[config.mk]
export PLATFORM = sky130hd
export DESIGN_NAME = sorted_priority_queue_unit
export DESIGN_NICKNAME = d
export VERILOG_FILES = /design/src/spq_pkg.sv /design/src/spq_controller.sv /design/src/spq_datapath.sv /design/src/sorted_priority_queue_unit.sv
export SDC_FILE = /design/constraint.sdc
export NUM_CORES = 2
export LEC_CHECK = 0
export BUFFER_PORTS_ARGS = -buffer_cell sky130_fd_sc_hd__buf_2
export CAP_MARGIN = 20
export CELL_PAD_IN_SITES_DETAIL_PLACEMENT = 1
export CELL_PAD_IN_SITES_GLOBAL_PLACEMENT = 1
export CORE_UTILIZATION = 40
export CTS_CLUSTER_SIZE = 40
export DETAILED_ROUTE_END_ITERATION = 10
export HOLD_SLACK_MARGIN = 0.02
export PLACE_DENSITY = 0.7
export SKIP_CTS_REPAIR_TIMING = 1
export SYNTH_ARGS = -nofsm -noshare
export SYNTH_HDL_FRONTEND = slang
export SYNTH_SLANG_ARGS = --single-unit
[constraint.sdc]
create_clock -name clock -period 16.93 [get_ports clock]
set_clock_uncertainty 0.15 [all_clocks]
set_input_delay 2.5395 -clock clock [delete_from_list [all_inputs] [get_ports clock]]
set_output_delay 2.5395 -clock clock [all_outputs]
set_load 0.1 [all_outputs]
[src/spq_pkg.sv]
`timescale 1ns / 1ps

package spq_pkg;

   localparam logic MODE_PUSH = 1'b0;
   localparam logic MODE_POP  = 1'b1;

   localparam logic [1:0] STATUS_OK    = 2'd0;
   localparam logic [1:0] STATUS_FULL  = 2'd1;
   localparam logic [1:0] STATUS_EMPTY = 2'd2;

   typedef struct packed {
      logic               mode;
      logic signed [15:0] entry_key;
      logic signed [31:0] entry_value;
   } req_item_type;

   typedef struct packed {
      logic [1:0]         status;
      logic signed [31:0] popped_value;
      logic signed [15:0] popped_key;
      logic [4:0]         entry_count;
   } rsp_item_type;

   typedef enum logic [1:0] {
      ST_IDLE,
      ST_EXEC,
      ST_DONE
   } spq_state_type;

   typedef struct packed {
      logic load;
      logic exec;
   } spq_cmd_type;

endpackage

[src/spq_controller.sv]
`timescale 1ns / 1ps

module spq_controller
   import spq_pkg::*;
(
   input  logic        clock,
   input  logic        reset,
   input  logic        start,
   output logic        busy,
   output logic        rsp_valid,
   output spq_cmd_type cmd
);

   spq_state_type state_ff;
   spq_state_type state_in;

   always_ff @(posedge clock) begin
      if (reset) begin
         state_ff <= ST_IDLE;
      end else begin
         state_ff <= state_in;
      end
   end

   // next state
   always_comb begin
      state_in = state_ff;
      case (state_ff)
         ST_IDLE: begin
            if (start) state_in = ST_EXEC;
         end
         ST_EXEC: begin
            state_in = ST_DONE;
         end
         ST_DONE: begin
            state_in = start ? ST_EXEC : ST_IDLE;
         end
         default: begin
            state_in = ST_IDLE;
         end
      endcase
   end

   // outputs
   always_comb begin
      busy      = 1'b0;
      rsp_valid = 1'b0;
      cmd.load  = 1'b0;
      cmd.exec  = 1'b0;
      case (state_ff)
         ST_IDLE: begin
            cmd.load = start;
         end
         ST_EXEC: begin
            busy     = 1'b1;
            cmd.exec = 1'b1;
         end
         ST_DONE: begin
            rsp_valid = 1'b1;
            cmd.load  = start;
         end
         default: begin
            busy = 1'b1;
         end
      endcase
   end

   a_load_then_exec: assert property (@(posedge clock) disable iff (reset)
      cmd.load |=> cmd.exec)
      else $error("accepted item not executed in next cycle");

   a_exec_then_strobe: assert property (@(posedge clock) disable iff (reset)
      cmd.exec |=> rsp_valid && !busy)
      else $error("execution not followed by result strobe");

   a_single_strobe: assert property (@(posedge clock) disable iff (reset)
      rsp_valid |=> !rsp_valid)
      else $error("result strobe held for more than one cycle");

endmodule

[src/spq_datapath.sv]
`timescale 1ns / 1ps

module spq_datapath
   import spq_pkg::*;
#(
   parameter int CAPACITY = 16
)
(
   input  logic         clock,
   input  logic         reset,
   input  spq_cmd_type  cmd,
   input  req_item_type req_item,
   output rsp_item_type rsp_item
);

   localparam int CNT_W = $clog2(CAPACITY + 1);

   req_item_type       req_ff;
   rsp_item_type       rsp_ff;
   rsp_item_type       rsp_in;
   logic [CNT_W-1:0]   count_ff;
   logic [CNT_W-1:0]   count_in;
   logic signed [15:0] key_ff   [CAPACITY];
   logic signed [31:0] value_ff [CAPACITY];
   logic signed [15:0] key_in   [CAPACITY];
   logic signed [31:0] value_in [CAPACITY];
   logic [CAPACITY-1:0] take;
   logic               full;
   logic               empty;
   logic               do_push;
   logic               do_pop;

   assign full    = (count_ff == CNT_W'(CAPACITY));
   assign empty   = (count_ff == '0);
   assign do_push = (req_ff.mode == MODE_PUSH) && !full;
   assign do_pop  = (req_ff.mode == MODE_POP) && !empty;

   // a slot takes part in the insert if it is unused or holds a key not smaller;
   // the list is sorted, so this mask is a thermometer
   always_comb begin
      for (int i = 0; i < CAPACITY; i++) begin
         take[i] = (CNT_W'(i) >= count_ff) || (key_ff[i] >= req_ff.entry_key);
      end
   end

   for (genvar i = 0; i < CAPACITY; i++) begin : g_slot
      always_comb begin
         key_in[i]   = key_ff[i];
         value_in[i] = value_ff[i];
         if (do_push && take[i]) begin
            if (i == 0) begin
               key_in[i]   = req_ff.entry_key;
               value_in[i] = req_ff.entry_value;
            end else if (take[(i == 0) ? 0 : i - 1]) begin
               key_in[i]   = key_ff[(i == 0) ? 0 : i - 1];
               value_in[i] = value_ff[(i == 0) ? 0 : i - 1];
            end else begin
               key_in[i]   = req_ff.entry_key;
               value_in[i] = req_ff.entry_value;
            end
         end else if (do_pop && (i < CAPACITY - 1)) begin
            key_in[i]   = key_ff[(i < CAPACITY - 1) ? i + 1 : i];
            value_in[i] = value_ff[(i < CAPACITY - 1) ? i + 1 : i];
         end
      end
   end

   always_comb begin
      count_in            = count_ff;
      rsp_in.status       = STATUS_OK;
      rsp_in.popped_value = '0;
      rsp_in.popped_key   = '0;
      if (req_ff.mode == MODE_PUSH) begin
         if (full) rsp_in.status = STATUS_FULL;
         else      count_in      = count_ff + 1'b1;
      end else begin
         if (empty) begin
            rsp_in.status = STATUS_EMPTY;
         end else begin
            rsp_in.popped_value = value_ff[0];
            rsp_in.popped_key   = key_ff[0];
            count_in            = count_ff - 1'b1;
         end
      end
      rsp_in.entry_count = 5'(count_in);
   end

   always_ff @(posedge clock) begin
      if (reset) begin
         count_ff <= '0;
      end else if (cmd.exec) begin
         count_ff <= count_in;
      end
   end

   always_ff @(posedge clock) begin
      if (cmd.load) req_ff <= req_item;
      if (cmd.exec) begin
         rsp_ff <= rsp_in;
         for (int i = 0; i < CAPACITY; i++) begin
            key_ff[i]   <= key_in[i];
            value_ff[i] <= value_in[i];
         end
      end
   end

   assign rsp_item = rsp_ff;

   a_count_bound: assert property (@(posedge clock) disable iff (reset)
      count_ff <= CNT_W'(CAPACITY))
      else $error("entry count above capacity");

   a_push_grows: assert property (@(posedge clock) disable iff (reset)
      cmd.exec && do_push |=> count_ff == $past(count_ff) + 1'b1)
      else $error("successful push did not add one entry");

   a_pop_empty: assert property (@(posedge clock) disable iff (reset)
      cmd.exec && (req_ff.mode == MODE_POP) && empty |=>
         rsp_ff.status == STATUS_EMPTY && count_ff == '0)
      else $error("pop on empty queue misreported");

endmodule

[src/sorted_priority_queue_unit.sv]
`timescale 1ns / 1ps

// Sequence: an accepted item is captured, then applied in the execute state, which
//   registers its result; rsp_valid strobes the result in the done state;
//   the strobe lasts one cycle and cannot be stalled.
// Busy is high only in execute, so a new item may be taken while a result is strobed;
//   there a push shifts up the slots picked by per-slot key compares; a pop shifts down.
// Reset: synchronous, active high; empties the queue and returns the controller to idle.
//   Stored keys and data are not cleared, only slots below the entry count are read.

module sorted_priority_queue_unit
   import spq_pkg::*;
#(
   parameter int CAPACITY = 16
)
(
   input  logic         clock,
   input  logic         reset,
   input  logic         start,
   output logic         busy,
   input  req_item_type req_item,
   output logic         rsp_valid,
   output rsp_item_type rsp_item
);

   // Command bundle from the controller:
   //   load - capture the incoming item (start seen while not busy)
   //   exec - apply the captured push or pop to the list and register its result
   spq_cmd_type cmd;

   // Sequencer: idle -> execute -> done; a new item may be taken while the
   // previous result is on the strobe, so done can move straight to execute.
   spq_controller u_controller (
      .clock     (clock),
      .reset     (reset),
      .start     (start),
      .busy      (busy),
      .rsp_valid (rsp_valid),
      .cmd       (cmd)
   );

   // Sorted list of entries, smallest key in slot 0. A push shifts every slot
   // at or above the insert point up by one and drops the entry in the gap;
   // equal keys go ahead of older ones. A pop shifts the whole list down.
   spq_datapath #(
      .CAPACITY (CAPACITY)
   ) u_datapath (
      .clock    (clock),
      .reset    (reset),
      .cmd      (cmd),
      .req_item (req_item),
      .rsp_item (rsp_item)
   );

endmodule

Yosys cells after proc, flatten, opt, wreduce, memory -nomap -nowiden --
Memory sizes are Yosys's and may differ from the RTL's. Cells that the tools add are included.
Storage, ports and cells: register bits after elaboration 111, memory bits (writable) 768, input port bits 52, output and inout bits 57, logic and storage cells 197, memories 2
Memories:
- u_datapath.value_ff | depth 16, width 32, read ports 16, clocked after Yosys merged registers in 0, wr ports 16, line spq_datapath.sv:24 | logic signed [31:0] value_ff [CAPACITY];
- u_datapath.key_ff | depth 16, width 16, read ports 16, clocked after Yosys merged registers in 0, wr ports 16, line spq_datapath.sv:23 | logic signed [15:0] key_ff [CAPACITY];
Cells by class: add/sub/neg operators 2, $lt $le $gt $ge 32, equality and inequality tests 4, muxes and demuxes 107, bitwise operators 1, reduce and logical (&&, ||, !) cells 40
Operator list (count):
- $mux W32 | 46
- $mux W16 | 46
- $ge A16 B16 Y1 | 16
- $ge A4 B5 Y1 const A | 8
- $ge A3 B5 Y1 const A | 4
- $logic_and A1 B1 Y1 | 18
- $logic_or A1 B1 Y1 | 16
- $mux W5 | 3
- $ge A1 B5 Y1 const A | 2
- $ge A2 B5 Y1 const A | 2
- $mux W1 | 8
- $mux W2 | 3
- $pmux W2 S3 | 1
- $add A5 B1 Y5 const B | 1
- $eq A5 B5 Y1 const B | 1
- $logic_not A5 Y1 | 1
- $sub A5 B1 Y5 const B | 1
- $reduce_or A2 Y1 | 2
- $eq A2 B1 Y1 const B | 1
- $eq A2 B2 Y1 const B | 1
- $logic_not A1 Y1 | 2
- $logic_not A2 Y1 | 1
- $ne A2 B2 Y1 const B | 1
- $not A1 Y1 | 1

Depth between registers and ports, before layout --
word-level depth 5, mapped depth 14

Hierarchy --
From an unflattened synthesis, not the netlist that was laid out.
Unflattened totals: cells, all modules 4858, area, all modules 55822.3 um2
By module, submodules not included:
- spq_datapath | times used 1, cells each 4849, area each 55732.2 um2
- spq_controller | times used 1, cells each 9, area each 90.1 um2

Worst setup path before layout --
Ideal clock, no wire load.
kind register -> register, from register, netlist name u_datapath.req_ff[33], to memory u_datapath.key_ff[15][0], in the netlist u_datapath.key_ff[1][112] (enable), data arrival time 5.214 ns, slack 11.041 ns, cell stages (with the launch flop) 10, buffers on the path 0, path through edfxtp_1 -> inv_1 -> ha_1 -> nor2b_1 -> o21a_1 -> o21ai_0 -> a21oi_1 -> o31a_1 -> o41ai_1 -> a211oi_1
RTL lines (line):
- to (decl) | spq_datapath.sv:23

==> impl_metrics.env <==
export IMPL_status="completed"
export IMPL_antenna_left=0
export IMPL_port_buffer_count=108
export IMPL_min_delay_path_class="reg2reg"
export IMPL_maxSlewHeadroom=0.222
export IMPL_ys_async_sr_fraction=0
export IMPL_grt_pass1_vias=36800
export IMPL_p_per_area_mw_per_mm2=106
export IMPL_crit_fanout=49
export IMPL_clkLatencyLatePin_ns=0.71
export IMPL_core_area_mm2=0.121
export IMPL_rows=127
export IMPL_die_h_um=352
export IMPL_clock_sinks=879
export IMPL_endpoint="u_datapath.value_ff[3][7]$_DFFE_PP_"
export IMPL_yosysWarnings=0
export IMPL_grt_usage=0.255
export IMPL_regArea_mm2=0.0263
export IMPL_yosysTopAreaCell="edfxtp_1"
export IMPL_n_antenna_cell=0
export IMPL_power_leakage_nw=21.0
export IMPL_synth_xor_area_share=0.000537
export IMPL_synth_commonest_cells="edfxtp_1 (872), a21oi_1 (688), mux2i_1 (579)"
export IMPL_initial_utilization=0.406
export IMPL_drt_iter0_drc=2971
export IMPL_yosysMostFrequentCell="edfxtp_1"
export IMPL_cp_end_kind="flip-flop"
export IMPL_fin_area_mm2=0.0543
export IMPL_grt_pass1_wl_mm=237
export IMPL_placed_area_mm2=0.0512
export IMPL_drive_gt1_frac=0.129
export IMPL_maxCapViolCount=0
export IMPL_grt_max_degree=65
export IMPL_synthTopCellsByArea="edfxtp_1 (54%), mux2i_1 (12%), a21oi_1 (7.0%)"
export IMPL_worstReg2RegEnd="u_datapath.value_ff[3][7]$_DFFE_PP_"
export IMPL_hpwl_mm=101
export IMPL_num_vias=35800
export IMPL_ys_types=65
export IMPL_place_gp_congestion=0.897
export IMPL_final_nets=4537
export IMPL_synthAdderAreaFrac=0.0667
export IMPL_clk_pin_slew_ns=0.06
export IMPL_startpoint_type="flip-flop"
export IMPL_drc=0
export IMPL_critPathLaunch="u_datapath.req_ff[40]$_DFFE_PP_"
export IMPL_rsz0062_at_grt="false"
export IMPL_synth_simple_area_share=0.0801
export IMPL_routed_via_density=6.05
export IMPL_synth_top_family_by_area="multiplexers"
export IMPL_synth_top_flop_cell="edfxtp_1"
export IMPL_synth_top_area_share=0.535
export IMPL_setup_viol=0
export IMPL_post_route_min_period_ns=5.93
export IMPL_routedWlPerCell_um=27.0
export IMPL_first_pass_iters=5
export IMPL_vdd_drop_max_uv=95.6
export IMPL_timing_fmax_ghz=0.169
export IMPL_ff2ff_path_depth=11
export IMPL_htreeDepth=3
export IMPL_cp_arrival_ns=6.09
export IMPL_multi_input_area_mm2=0.0214
export IMPL_synth_compound_area_frac=0.120
export IMPL_grt_antenna_before_repair=2
export IMPL_avgSynthCellArea_um2=11.5
export IMPL_die_w_um=352
export IMPL_max_slew_worst_pin_slew_ns=1.17
export IMPL_timing_worst_setup_path_type="reg2reg"
export IMPL_die_area_mm2=0.124
export IMPL_cts_tree="built"
export IMPL_synthesis_area_mm2=0.0489
export IMPL_synth_edf_count=872
export IMPL_fillers=12700
export IMPL_synth_nets=4553
export IMPL_r2r_setup_slack_ns=11.00
export IMPL_clk_path_buf_depth=3
export IMPL_finalMaxSlewViolations=0
export IMPL_setup_tns_ns=0
export IMPL_synth_mux_area_frac=0.162
export IMPL_area_growth_syn_to_layout_pct=10.9
export IMPL_synth_seq_cells=879
export IMPL_gr_total_overflow=0
export IMPL_synthCells=4240
export IMPL_numCtsBuffers=101
export IMPL_ys_seq_area_frac=0.538
export IMPL_clock_root_buffer="clkbuf_16"
export IMPL_design_portCount=109
export IMPL_r2r_start="u_datapath.req_ff[40]$_DFFE_PP_"
export IMPL_worstPathRequired_ns=17.10
export IMPL_wl_mm=160
export IMPL_post_route_period_util=0.350
export IMPL_hold_violations=0
routing by layer:
layer  vias to the layer above  global-route usage  share of wire
met1                     18500               0.363           0.46
met5                         -                   0              0
met2                      1124               0.392           0.44
li1                      15900                   -              -
met4                         0               0.103          0.041
met3                       260              0.0316          0.055
registers in the layout, indices dropped and copies added (netlist names):
| signal | count |
|---|---|
| u_datapath.rsp_item | 55 |
| u_datapath.req_ff | 49 |
| u_controller.state_ff | 2 |
| u_datapath.key_ff | 256 |
| u_datapath.value_ff | 512 |
| u_datapath.count_ff | 5 |
power breakdown:
group	switching, mW	total (mW)	internal, mW
Combinational	0.668	0.988	0.320
Sequential	0.0936	2.66	2.57
Clock	0.928	2.12	1.19
cell type report:
| class | count | share of cell area |
|---|---|---|
| flip-flops and latches | 879 | 0.485 |
| multi-input cells | 2993 | 0.395 |
| clock buffers | 135 | 0.0507 |
| well taps | 1612 | 0.0372 |
| repair buffers | 204 | 0.0232 |
| clock inverters | 42 | 0.00609 |
| inverters | 45 | 0.00314 |
worst min-delay path by stage:
stage                                                    start                                    to  slack [ns]  cells after the start
after detailed placement  u_datapath.value_ff[3][84]$_DFFE_PP_  u_datapath.value_ff[3][52]$_DFFE_PP_        0.39                      2
after global placement    u_datapath.value_ff[3][72]$_DFFE_PP_  u_datapath.value_ff[3][40]$_DFFE_PP_        0.37                      2
after global routing      u_datapath.value_ff[1][38]$_DFFE_PP_   u_datapath.value_ff[1][6]$_DFFE_PP_        0.43                      2
final                     u_datapath.value_ff[1][38]$_DFFE_PP_   u_datapath.value_ff[1][6]$_DFFE_PP_        0.40                      2
after CTS                 u_datapath.value_ff[1][38]$_DFFE_PP_   u_datapath.value_ff[1][6]$_DFFE_PP_        0.40                      2
after floorplan           u_datapath.value_ff[3][64]$_DFFE_PP_  u_datapath.value_ff[3][32]$_DFFE_PP_        0.37                      2
worst max-delay path, stage by stage, from the launching register on:
cell	delay (ns)
edfxtp_1	0.74
inv_1	0.56
ha_1	0.46
nand4_1	0.07
or2_2	0.32
a211oi_1	0.24
nor4_1	0.10
mux2_4	0.50
nor2_4	0.13
buf_4	0.86
o21a_2	0.70
buf_4	0.58
cells in the final DEF (no fill, tap or decap), types with 16 or more instances in the layout:
master     instances
o211ai_1          16
ha_1             261
nor2b_1           25
a21o_1            22
nor2_1           382
clkbuf_16        104
mux2_4            89
o21ai_0          249
a21oi_1          680
nand4_1           48
mux2i_1          578
edfxtp_1         872
inv_1             44
nand2_1          263
mux2_2            73
buf_2            108
clkinv_1          18
clkbuf_1          28
a31oi_1           49
nand3_1           28
and3_1            52
buf_4             96
logic make-up after synthesis:
logic type	count (synthesis)
AO/OA/AOI/OAI	1097
adder cells (fa/ha/maj)	261
XOR/XNOR	3
flip-flops	879
buffers and inverters	368
AND/OR/NAND/NOR	891
multiplexers	741
stage by stage:
step            util  worst slack, ns  hold slack (ns)  std cells  power, mW
2_1_floorplan      -            11.04            0.366       4240       3.34
6_report       0.450            11.00            0.400       5910       5.77
3_5_place_dp   0.424            11.05            0.387       5733       3.68
3_3_place_gp   0.424            11.21            0.375       5733       3.64
5_1_grt        0.450            10.81            0.430       5910       5.95
4_1_cts        0.450            11.03            0.401       5910       5.80
Power figures use the tool's default switching activity.
